--- src/hw/rtl/bounded_deque_unit_macros.svh ---
// Assertion macros for the bounded deque unit.
// Each macro samples on i_clk and is disabled while i_rst_n is low.
`ifndef BOUNDED_DEQUE_UNIT_MACROS_SVH
`define BOUNDED_DEQUE_UNIT_MACROS_SVH

`ifndef NO_ASSERTIONS

// Same-cycle implication.
`define BDQ_ASSERT_IMPL(label, ante, cons, msg) \
    label: assert property (@(posedge i_clk) disable iff (!i_rst_n) \
        (ante) |-> (cons)) else $error(msg);

// Next-cycle implication.
`define BDQ_ASSERT_NEXT(label, ante, cons, msg) \
    label: assert property (@(posedge i_clk) disable iff (!i_rst_n) \
        (ante) |=> (cons)) else $error(msg);

`else

`define BDQ_ASSERT_IMPL(label, ante, cons, msg)
`define BDQ_ASSERT_NEXT(label, ante, cons, msg)

`endif

`endif

--- src/hw/rtl/bdq_pkg.sv ---
`timescale 1ns / 1ps

package bdq_pkg;

    // Operation codes
    localparam logic [2:0] OP_INS_FRONT = 3'd0;
    localparam logic [2:0] OP_INS_BACK  = 3'd1;
    localparam logic [2:0] OP_DEL_FRONT = 3'd2;
    localparam logic [2:0] OP_DEL_BACK  = 3'd3;
    localparam logic [2:0] OP_LIST      = 3'd4;

    // Status codes
    localparam logic [1:0] ST_OK    = 2'd0;
    localparam logic [1:0] ST_EMPTY = 2'd1;
    localparam logic [1:0] ST_FULL  = 2'd2;

    localparam int unsigned DATA_W = 32;

    typedef struct packed {
        logic [2:0]               operation;
        logic signed [DATA_W-1:0] value;
    } t_in_item;

    typedef struct packed {
        logic [1:0]               status;
        logic signed [DATA_W-1:0] element;
        logic                     last;
    } t_out_item;

endpackage

--- src/hw/rtl/bdq_store.sv ---
`timescale 1ns / 1ps

// Element store: one write port, one read port, registered read data.
// Read data holds while no read is issued.
module bdq_store #(
    parameter int unsigned DEPTH = 64,
    parameter int unsigned AW    = 6,
    parameter int unsigned DW    = 32
) (
    input  logic          i_clk,
    input  logic          i_we,
    input  logic [AW-1:0] i_waddr,
    input  logic [DW-1:0] i_wdata,
    input  logic          i_re,
    input  logic [AW-1:0] i_raddr,
    output logic [DW-1:0] o_rdata
);

    logic [DW-1:0] r_mem [DEPTH];
    logic [DW-1:0] r_rdata;

    always_ff @(posedge i_clk) begin
        if (i_we) begin
            r_mem[i_waddr] <= i_wdata;
        end
    end

    always_ff @(posedge i_clk) begin
        if (i_re) begin
            r_rdata <= r_mem[i_raddr];
        end
    end

    assign o_rdata = r_rdata;

endmodule

--- src/hw/rtl/bounded_deque_unit.sv ---
`timescale 1ns / 1ps

// Channel  | Direction | Handshake                  | Payload
// ---------+-----------+----------------------------+------------------------------
// input    | in        | i_in_valid / o_in_ready    | i_in_data  (operation, value)
// output   | out       | o_out_valid / i_out_ready  | o_out_data (status, element, last)
//
// An accepted item lands in a one-entry command register and executes from there
// once the output register is free; inserts and deletes then sustain one transfer
// per cycle while the output is not stalled. A list streams one element per cycle
// from the store's single registered read port while the output is not stalled.
// Synchronous active-low reset empties the deque; the store itself is not cleared.
// A stall on the output holds the output register, the read data and the command.

`include "bounded_deque_unit_macros.svh"

module bounded_deque_unit #(
    parameter int unsigned CAPACITY = 64
) (
    input  logic               i_clk,
    input  logic               i_rst_n,
    input  logic               i_in_valid,
    output logic               o_in_ready,
    input  bdq_pkg::t_in_item  i_in_data,
    output logic               o_out_valid,
    input  logic               i_out_ready,
    output bdq_pkg::t_out_item o_out_data
);

    localparam int unsigned AW = (CAPACITY > 1) ? $clog2(CAPACITY) : 1;
    localparam int unsigned CW = $clog2(CAPACITY + 1);
    localparam int unsigned DW = bdq_pkg::DATA_W;

    localparam logic [AW-1:0] LAST_POS = AW'(CAPACITY - 1);
    localparam logic [CW-1:0] CAP_CNT  = CW'(CAPACITY);
    localparam logic [AW:0]   CAP_SUM  = (AW + 1)'(CAPACITY);

    typedef enum logic [0:0] {
        S_IDLE,
        S_LIST
    } t_state;

    // Step a position forward or back around the ring.
    function automatic logic [AW-1:0] pos_inc(input logic [AW-1:0] p);
        return (p == LAST_POS) ? '0 : p + 1'b1;
    endfunction

    function automatic logic [AW-1:0] pos_dec(input logic [AW-1:0] p);
        return (p == '0) ? LAST_POS : p - 1'b1;
    endfunction

    // Registers
    t_state              r_state,     n_state;
    logic                r_cmd_valid, n_cmd_valid;
    bdq_pkg::t_in_item   r_cmd,       n_cmd;
    logic [AW-1:0]       r_front,     n_front;
    logic [CW-1:0]       r_count,     n_count;
    logic [CW-1:0]       r_iss,       n_iss;
    logic [CW-1:0]       r_emit,      n_emit;
    logic [AW-1:0]       r_rpos,      n_rpos;
    logic                r_rd_pend,   n_rd_pend;
    logic                r_out_valid, n_out_valid;
    bdq_pkg::t_out_item  r_out_data,  n_out_data;

    // Store access
    logic          mem_we;
    logic [AW-1:0] mem_waddr;
    logic          mem_re;
    logic [DW-1:0] mem_rdata;

    // Control
    logic               out_free;
    logic               out_load;
    bdq_pkg::t_out_item load_data;
    logic               cmd_done;
    logic               in_xfer;
    logic               is_full;
    logic               is_empty;
    logic [AW:0]        back_sum;
    logic [AW-1:0]      back_pos;
    logic               rd_take;
    logic               rd_issue;
    logic               list_last;

    bdq_store #(
        .DEPTH (CAPACITY),
        .AW    (AW),
        .DW    (DW)
    ) u_store (
        .i_clk   (i_clk),
        .i_we    (mem_we),
        .i_waddr (mem_waddr),
        .i_wdata (r_cmd.value),
        .i_re    (mem_re),
        .i_raddr (r_rpos),
        .o_rdata (mem_rdata)
    );

    assign out_free = !r_out_valid || i_out_ready;
    assign is_full  = (r_count == CAP_CNT);
    assign is_empty = (r_count == '0);

    // Back slot: front + count, wrapped once. Only used when not full, so the
    // count fits the position width.
    assign back_sum = (AW + 1)'(r_front) + (AW + 1)'(r_count);
    assign back_pos = (back_sum >= CAP_SUM) ? AW'(back_sum - CAP_SUM) : AW'(back_sum);

    // List streaming: issue a read when the read register is free or drains
    // this cycle; hand read data to the output register when it is free.
    assign rd_take   = (r_state == S_LIST) && r_rd_pend && out_free;
    assign rd_issue  = (r_state == S_LIST) && (r_iss != r_count) && (!r_rd_pend || rd_take);
    assign list_last = ((r_emit + 1'b1) == r_count);

    always_comb begin
        n_state   = r_state;
        n_front   = r_front;
        n_count   = r_count;
        n_iss     = r_iss;
        n_emit    = r_emit;
        n_rpos    = r_rpos;
        n_rd_pend = r_rd_pend;
        mem_we    = 1'b0;
        mem_waddr = back_pos;
        mem_re    = 1'b0;
        out_load  = 1'b0;
        load_data = '{status: bdq_pkg::ST_OK, element: '0, last: 1'b1};
        cmd_done  = 1'b0;

        unique case (r_state)
            S_IDLE: begin
                if (r_cmd_valid) begin
                    unique case (r_cmd.operation)
                        bdq_pkg::OP_INS_FRONT: begin
                            if (out_free) begin
                                out_load = 1'b1;
                                cmd_done = 1'b1;
                                if (is_full) begin
                                    load_data.status = bdq_pkg::ST_FULL;
                                end else begin
                                    mem_we    = 1'b1;
                                    mem_waddr = pos_dec(r_front);
                                    n_front   = pos_dec(r_front);
                                    n_count   = r_count + 1'b1;
                                end
                            end
                        end
                        bdq_pkg::OP_INS_BACK: begin
                            if (out_free) begin
                                out_load = 1'b1;
                                cmd_done = 1'b1;
                                if (is_full) begin
                                    load_data.status = bdq_pkg::ST_FULL;
                                end else begin
                                    mem_we    = 1'b1;
                                    mem_waddr = back_pos;
                                    n_count   = r_count + 1'b1;
                                end
                            end
                        end
                        bdq_pkg::OP_DEL_FRONT: begin
                            if (out_free) begin
                                out_load = 1'b1;
                                cmd_done = 1'b1;
                                if (is_empty) begin
                                    load_data.status = bdq_pkg::ST_EMPTY;
                                end else begin
                                    n_front = pos_inc(r_front);
                                    n_count = r_count - 1'b1;
                                end
                            end
                        end
                        bdq_pkg::OP_DEL_BACK: begin
                            if (out_free) begin
                                out_load = 1'b1;
                                cmd_done = 1'b1;
                                if (is_empty) begin
                                    load_data.status = bdq_pkg::ST_EMPTY;
                                end else begin
                                    n_count = r_count - 1'b1;
                                end
                            end
                        end
                        bdq_pkg::OP_LIST: begin
                            if (is_empty) begin
                                if (out_free) begin
                                    out_load         = 1'b1;
                                    cmd_done         = 1'b1;
                                    load_data.status = bdq_pkg::ST_EMPTY;
                                end
                            end else begin
                                // Start the walk at the front; the command stays
                                // held until the last element is loaded for output.
                                n_state   = S_LIST;
                                n_iss     = '0;
                                n_emit    = '0;
                                n_rpos    = r_front;
                                n_rd_pend = 1'b0;
                            end
                        end
                        default: begin
                            // Unused codes: drop without a result.
                            cmd_done = 1'b1;
                        end
                    endcase
                end
            end
            S_LIST: begin
                if (rd_issue) begin
                    mem_re = 1'b1;
                    n_rpos = pos_inc(r_rpos);
                    n_iss  = r_iss + 1'b1;
                end
                n_rd_pend = rd_issue || (r_rd_pend && !rd_take);
                if (rd_take) begin
                    out_load          = 1'b1;
                    load_data.element = mem_rdata;
                    load_data.last    = list_last;
                    n_emit            = r_emit + 1'b1;
                    if (list_last) begin
                        n_state  = S_IDLE;
                        cmd_done = 1'b1;
                    end
                end
            end
            default: begin
                n_state = S_IDLE;
            end
        endcase
    end

    // Command register: take a new item when empty or when the held one retires.
    assign o_in_ready  = !r_cmd_valid || cmd_done;
    assign in_xfer     = i_in_valid && o_in_ready;
    assign n_cmd_valid = in_xfer || (r_cmd_valid && !cmd_done);
    assign n_cmd       = in_xfer ? i_in_data : r_cmd;

    // Output register: load a result, otherwise hold until the transfer.
    assign n_out_valid = out_load || (r_out_valid && !i_out_ready);
    assign n_out_data  = out_load ? load_data : r_out_data;

    always_ff @(posedge i_clk) begin
        if (!i_rst_n) begin
            r_state     <= S_IDLE;
            r_cmd_valid <= 1'b0;
            r_front     <= '0;
            r_count     <= '0;
            r_iss       <= '0;
            r_emit      <= '0;
            r_rpos      <= '0;
            r_rd_pend   <= 1'b0;
            r_out_valid <= 1'b0;
        end else begin
            r_state     <= n_state;
            r_cmd_valid <= n_cmd_valid;
            r_front     <= n_front;
            r_count     <= n_count;
            r_iss       <= n_iss;
            r_emit      <= n_emit;
            r_rpos      <= n_rpos;
            r_rd_pend   <= n_rd_pend;
            r_out_valid <= n_out_valid;
        end
        r_cmd      <= n_cmd;
        r_out_data <= n_out_data;
    end

    assign o_out_valid = r_out_valid;
    assign o_out_data  = r_out_data;

    // Assertions
    `BDQ_ASSERT_IMPL(a_count_bound, 1'b1, (r_count <= CAP_CNT) && (r_front <= LAST_POS), "deque count or front position out of range")
    `BDQ_ASSERT_IMPL(a_list_order, r_state == S_LIST, (r_emit <= r_iss) && (r_iss <= r_count), "list read and emit counters out of order")
    `BDQ_ASSERT_IMPL(a_write_idle, mem_we, (r_state == S_IDLE) && r_cmd_valid && out_load, "store written outside an executing command")
    `BDQ_ASSERT_NEXT(a_list_stable, (r_state == S_LIST) && !cmd_done, r_cmd_valid && $stable(r_count) && $stable(r_front), "deque changed during a list")

endmodule

--- config.mk ---
export PLATFORM = sky130hd
export DESIGN_NAME = bounded_deque_unit
export DESIGN_NICKNAME = d
export VERILOG_FILES = /design/src/hw/rtl/bdq_pkg.sv /design/src/hw/rtl/bdq_store.sv /design/src/hw/rtl/bounded_deque_unit.sv
export VERILOG_INCLUDE_DIRS = /design/src /design/src/hw/rtl
export SDC_FILE = /design/constraint.sdc
export NUM_CORES = 2
export LEC_CHECK = 0
export ABC_AREA = 1
export BUFFER_PORTS_ARGS = -buffer_cell sky130_fd_sc_hd__buf_2
export CAP_MARGIN = 25
export CORE_ASPECT_RATIO = 0.9
export CORE_MARGIN = 10
export CORE_UTILIZATION = 60
export DETAILED_ROUTE_END_ITERATION = 8
export PLACE_DENSITY = 0.76
export SLEW_MARGIN = 30
export SYNTH_ARGS = -nofsm -noshare
export SYNTH_HDL_FRONTEND = slang
export SYNTH_SLANG_ARGS = --single-unit
--- constraint.sdc ---
create_clock -name i_clk -period 6.2 [get_ports i_clk]
set_input_delay 1.24 -clock i_clk [delete_from_list [all_inputs] [get_ports i_clk]]
set_output_delay 1.24 -clock i_clk [all_outputs]
set_load 0.02 [all_outputs]
* After elaboration in Yosys (flattened, before gate mapping)
Memories as Yosys holds them, arrays and structs flattened. A register that Yosys moved wholly into a read port is not among the register bits. Index checks and enable logic that the tools add are counted. W data, S select, Z words.
Storage, ports and cells: bits in registers 107, bits in writable memories 2048, input port bits 39, output and inout bits 37, word-level logic and storage cells 152, memories kept 1
Cells by class: $add $sub $neg 9, order comparisons 1, equal/unequal tests 22, multiplexer cells 68, bitwise operators 2, reduce and logical (&&, ||, !) cells 35
Memory list:
- u_store.r_mem | depth 64, bits a word 32, rd ports 1, clocked after Yosys merged registers in 1, write ports 1, line bdq_store.sv:19 | logic [DW-1:0] r_mem [DEPTH];
Operators by type and width (number):
- $mux W6 | 17
- $mux W7 | 9
- $pmux W7 S2 | 3
- $mux W1 | 27
- $pmux W6 S2 | 2
- $add A7 B1 Y7 const B | 3
- $ne A2 B2 Y1 const B | 8
- $reduce_and A7 Y1 | 2
- $add A6 B1 Y6 const B | 2
- $eq A6 B6 Y1 const B | 2
- $pmux W1 S2 | 6
- $sub A6 B1 Y6 const B | 2
- $ne A2 B1 Y1 const B | 5
- $logic_and A1 B1 Y1 | 8
- $reduce_and A4 Y1 | 2
- $add A6 B7 Y7 | 1
- $eq A7 B7 Y1 | 1
- $eq A7 B7 Y1 const B | 1
- $ge A7 B7 Y1 const B | 1
- $logic_not A7 Y1 | 1
- $ne A7 B7 Y1 | 1
- $sub A7 B1 Y7 const B | 1
- $eq A3 B2 Y1 const B | 2
- $logic_not A1 Y1 | 6
- 13 further kinds | 24

* Depth between registers and ports, before layout
depth in word-level cells 10, depth in mapped cells 13, gate-level depth less buffers 12

* Cells and area by module
From an unflattened synthesis, not the netlist that was laid out.
Second synthesis, totals: cell total of the unflattened synthesis 7375, area, all modules 88423.6 µm²
Modules (own cells, without submodules):
- bdq_store | times used 1, cells an instance 6785, area each 83106.0 µm², sequential area each 62459.9 µm²
- bounded_deque_unit | times used 1, cells an instance 590, area each 5317.6 µm², sequential area each 2842.7 µm²

* Least setup slack after synthesis
No wires, ideal clock.
path type in2reg, from input i_out_ready, to register r_out_data (netlist bit o_out_data[0]), enable pin, library setup time 478 ps, arrival time 4013 ps, data required time 5722 ps, setup slack 1709 ps, stages 4, buffers on the path 0, path through nor2_2 -> nor2_4 -> nand2_1 -> o21ai_0
Between the ends: cells in the longest elaborated chain, start to end 6, elaborated cells between the ends (all ways) 8, those cells by class mux (6); reduce/logical (2)
Ends and longest elaborated chain:
- start, declared | line bounded_deque_unit.sv:26 | input logic i_out_ready,
- $logic_or A1 B1 Y1 * | line bounded_deque_unit.sv:99 | assign out_free = !r_out_valid || i_out_ready;
- $mux W1
- $mux W1 | line bounded_deque_unit.sv:184 | if (is_empty) begin
- $pmux W1 S2 | line bounded_deque_unit.sv:132 | unique case (r_cmd.operation)
- $mux W1 | line bounded_deque_unit.sv:131 | if (r_cmd_valid) begin
- $pmux W1 S2 * | line bounded_deque_unit.sv:129 | unique case (r_state)
- net out_load | line bounded_deque_unit.sv:73 | logic out_load;
- end signal, assigned | line bounded_deque_unit.sv:264 | r_out_data <= n_out_data;
- end, declared | line bounded_deque_unit.sv:63 | bdq_pkg::t_out_item r_out_data, n_out_data;
Mark *: on every way through the listed nets, which the timed path passes. The rest lies on a longest branch. A chain may end at the register's enable or synchronous reset.

* Worst setup path in the final report
from register r_emit[0], to output o_in_ready
Between the ends: cells in the longest elaborated chain, start to end 6
Ends and longest elaborated chain:
- start, declared | line bounded_deque_unit.sv:59 | logic [CW-1:0] r_emit, n_emit;
- start signal, assigned | line bounded_deque_unit.sv:258 | r_emit <= n_emit;
- $add A7 B1 Y7 | line bounded_deque_unit.sv:112 | assign list_last = ((r_emit + 1'b1) == r_count);
- $eq A7 B7 Y1 | line bounded_deque_unit.sv:112
- $mux W1 | line bounded_deque_unit.sv:219 | if (list_last) begin
- $mux W1 | line bounded_deque_unit.sv:214 | if (rd_take) begin
- $pmux W1 S2 | line bounded_deque_unit.sv:129
- $logic_or A1 B1 Y1 | line bounded_deque_unit.sv:232 | assign o_in_ready = !r_cmd_valid || cmd_done;
- end, declared | line bounded_deque_unit.sv:23 | output logic o_in_ready,
Every way passes these cells.

==> run metrics <==
outcome complete, no violations; remaining antenna violation count 0; largest net degree at the start of global routing ~210; crit-path max cell delay roughly 0.55 ns; Distinct cells, synth 41; FMAX approximately 0.25 GHz; 1st-iter DRT viols ~11,000; CP max FO 9; nets 7,202; WP data required 4.96 ns; Syn Nets a little over 7,000; layout cells sized above 1 around 8.3%; Syn Inst Count 7,185; gr usage total between 20 and 30%; drt via density 6.34; Core ar. between 100,000 and 150,000 sq um; total gr overflow 0; setup_tns 0 ns; VDD IR max ~430 uV; DP HPWL roughly 130,000 um; CP cell instances ha_1, nand3_1, nand2_1, nand2_1, nand2_1, nand3_1, nor2_1, nand2_1, nand2_1, buf_2; vias in the first global route approximately 54,000; # clock sinks 2,187; Die Width about 420 um; Slew @ Worst Pin 1.07 ns; Worst Path Class, Setup reg -> out; drt total wl between 200,000 and 250,000 um; Setup Skew 0.0362 ns; CTS Root Cell clkbuf_16; cts repair resizes 0; min Tclk post-route 4.00 ns; Power Total slightly below 30 mW; CP arrival about 2.8 ns; slew margin rel. between 20% and 30%; CTS max path bufs 3; Ys Warns 0; Final Max Slew Viols 0; max cap viols 0; critical path's slowest cell dfxtp_1; # rows about 130; I/O pin count 76; IO Port Bufs between 70 and 80; TritonCTS clock tree built; CP startpoint kind flip-flop; # DRC 0; final setup vio count 0; Yosys reg bits approximately 2,200; post-CTS setup buffers 0; global-route wire length before repair around 350,000 um; gpl congestion 0.896; cts bufs inserted 203; die height ~380 um; period utilisation layout approximately 64%; average size of a mapped cell roughly 12 sq um; via count just under 60,000; pre-CTS setup slack around 1.8 ns; routed len/inst 26.2 um; Initial DRT Pass Iterations 9; post-synthesis sequential area ratio between 70% and 80%; commonest cells after routing, fill and taps aside edfxtp_1 (2,150), nand2_1 (1,513), nand3_1 (1,118); mapped cell area about 88,000 sq um; Hold Fails Final Rpt 0; worst hold slack a little over 0.5 ns; hold_buf cts 0; initial antenna violation count 13; most used cell, CP nand2_1; clock latency on the worst-skew pair approximately 0.88 ns; Die Area 162,000 sq um; RSZ-0062 raised after global routing false; setup ws final ~2.2 ns; commonest non-fill, non-tap cell in the layout edfxtp_1; Clock transition at path regs about 0.070 ns; Leak Pwr 33.3 nW; Hold Crit Class reg -> reg; pwr/cell area between 300 and 400 nW/um^2; CTS H-tree depth 4; Post-DP Area 90,600 sq um; fin area 98,100 sq um; starting density of the core between 60% and 70%; Worst Setup End Kind primary output; Synth-to-Final Area Change 11.5%
cell usage after synthesis, drive strengths merged:
cell | instances | share of area, %
a21o | 1 | 0.0085
xnor2 | 14 | 0.14
and3 | 1 | 0.0085
a22oi | 1 | 0.0085
buf | 261 | 1.5
nor3b | 1 | 0.0085
nor3 | 4 | 0.028
and2 | 1 | 0.0071
nand3 | 1125 | 6.4
nor2 | 880 | 3.8
o2111a | 1 | 0.013
inv | 91 | 0.39
a21boi | 2 | 0.021
clkbuf | 200 | 0.85
fa | 2 | 0.046
edfxtp | 2150 | 73
nand3b | 2 | 0.017
o21ai | 538 | 3.1
nand4 | 8 | 0.057
a21oi | 61 | 0.35
clkinv | 1 | 0.0043
a31oi | 2 | 0.014
o211ai | 238 | 2.0
nand2 | 1531 | 6.6
dfxtp | 37 | 0.84
xor2 | 16 | 0.16
ha | 16 | 0.23
through the flow:
| stage | instances | util (%) |
|---|---|---|
| 4_1_cts | 9227 | 66.4 |
| 3_5_place_dp | 8855 | 62.1 |
| 6_report | 9272 | 67.2 |
| 2_1_floorplan | 7185 | - |
| 5_1_grt | 9269 | 67.2 |
| 3_3_place_gp | 8838 | 61.8 |
critical path: cells and delay by family (launching register included):
kind	cells	cell delay (ns)
fa+ha+maj	1	0.37
flops	1	0.55
simple gates	8	0.81
buf+inv	1	0.18
sequential cells by signal (all words and copies together) (netlist names):
register,cells
r_cmd,35
o_out_data,35
o_out_valid,1
r_iss,7
u_store.r_mem,2048
r_front,6
r_rpos,6
r_cmd_valid,1
r_rd_pend,1
r_count,7
r_state,1
r_emit,7
u_store.o_rdata,32
logic make-up after synthesis:
family | after synthesis | share of synthesized area (%)
adder cells (fa/ha/maj) | 18 | 0.273
AO/OA/AOI/OAI | 844 | 5.51
XOR/XNOR | 30 | 0.299
AND/OR/NAND/NOR | 3553 | 17.0
flip-flops | 2187 | 74.2
buffers and inverters | 553 | 2.74
final cells by class:
| class | count | area [sq um] |
|---|---|---|
| Multi-Input combinational cell | 4445 | 20800 |
| Clock inverter | 116 | 1080 |
| Inverter | 92 | 382 |
| Fill cell | 9875 | 47800 |
| Timing Repair Buffer | 216 | 2790 |
| Antenna cell | 3 | 7.51 |
| Clock buffer | 256 | 5300 |
| Tap cell | 1957 | 2450 |
| Sequential cell | 2187 | 65300 |
layer usage:
metal	up-vias	global-route usage, %	wire, um
met5	-	0	30
met4	6	13.2	12200
met3	527	7.16	35000
met2	4280	41.6	105000
met1	28400	41.7	90100
li1	25600	-	-
final timing paths:
kind,start,endpoint,slack [ns],cells after the start
hold / removal,r_cmd[16],u_store.r_mem[2][16],0.51,0
hold reg to reg,r_cmd[16],u_store.r_mem[2][16],0.51,0
setup reg to reg,r_state,u_store.r_mem[58][20],2.44,10
setup / recovery,r_emit[0],o_in_ready,2.20,10
power breakdown:
group	internal (mW)	switching [mW]
clock	6.62	5.46
combinational	0.212	0.967
sequential	16.3	0.0400
Power figures use the tool's default switching activity.
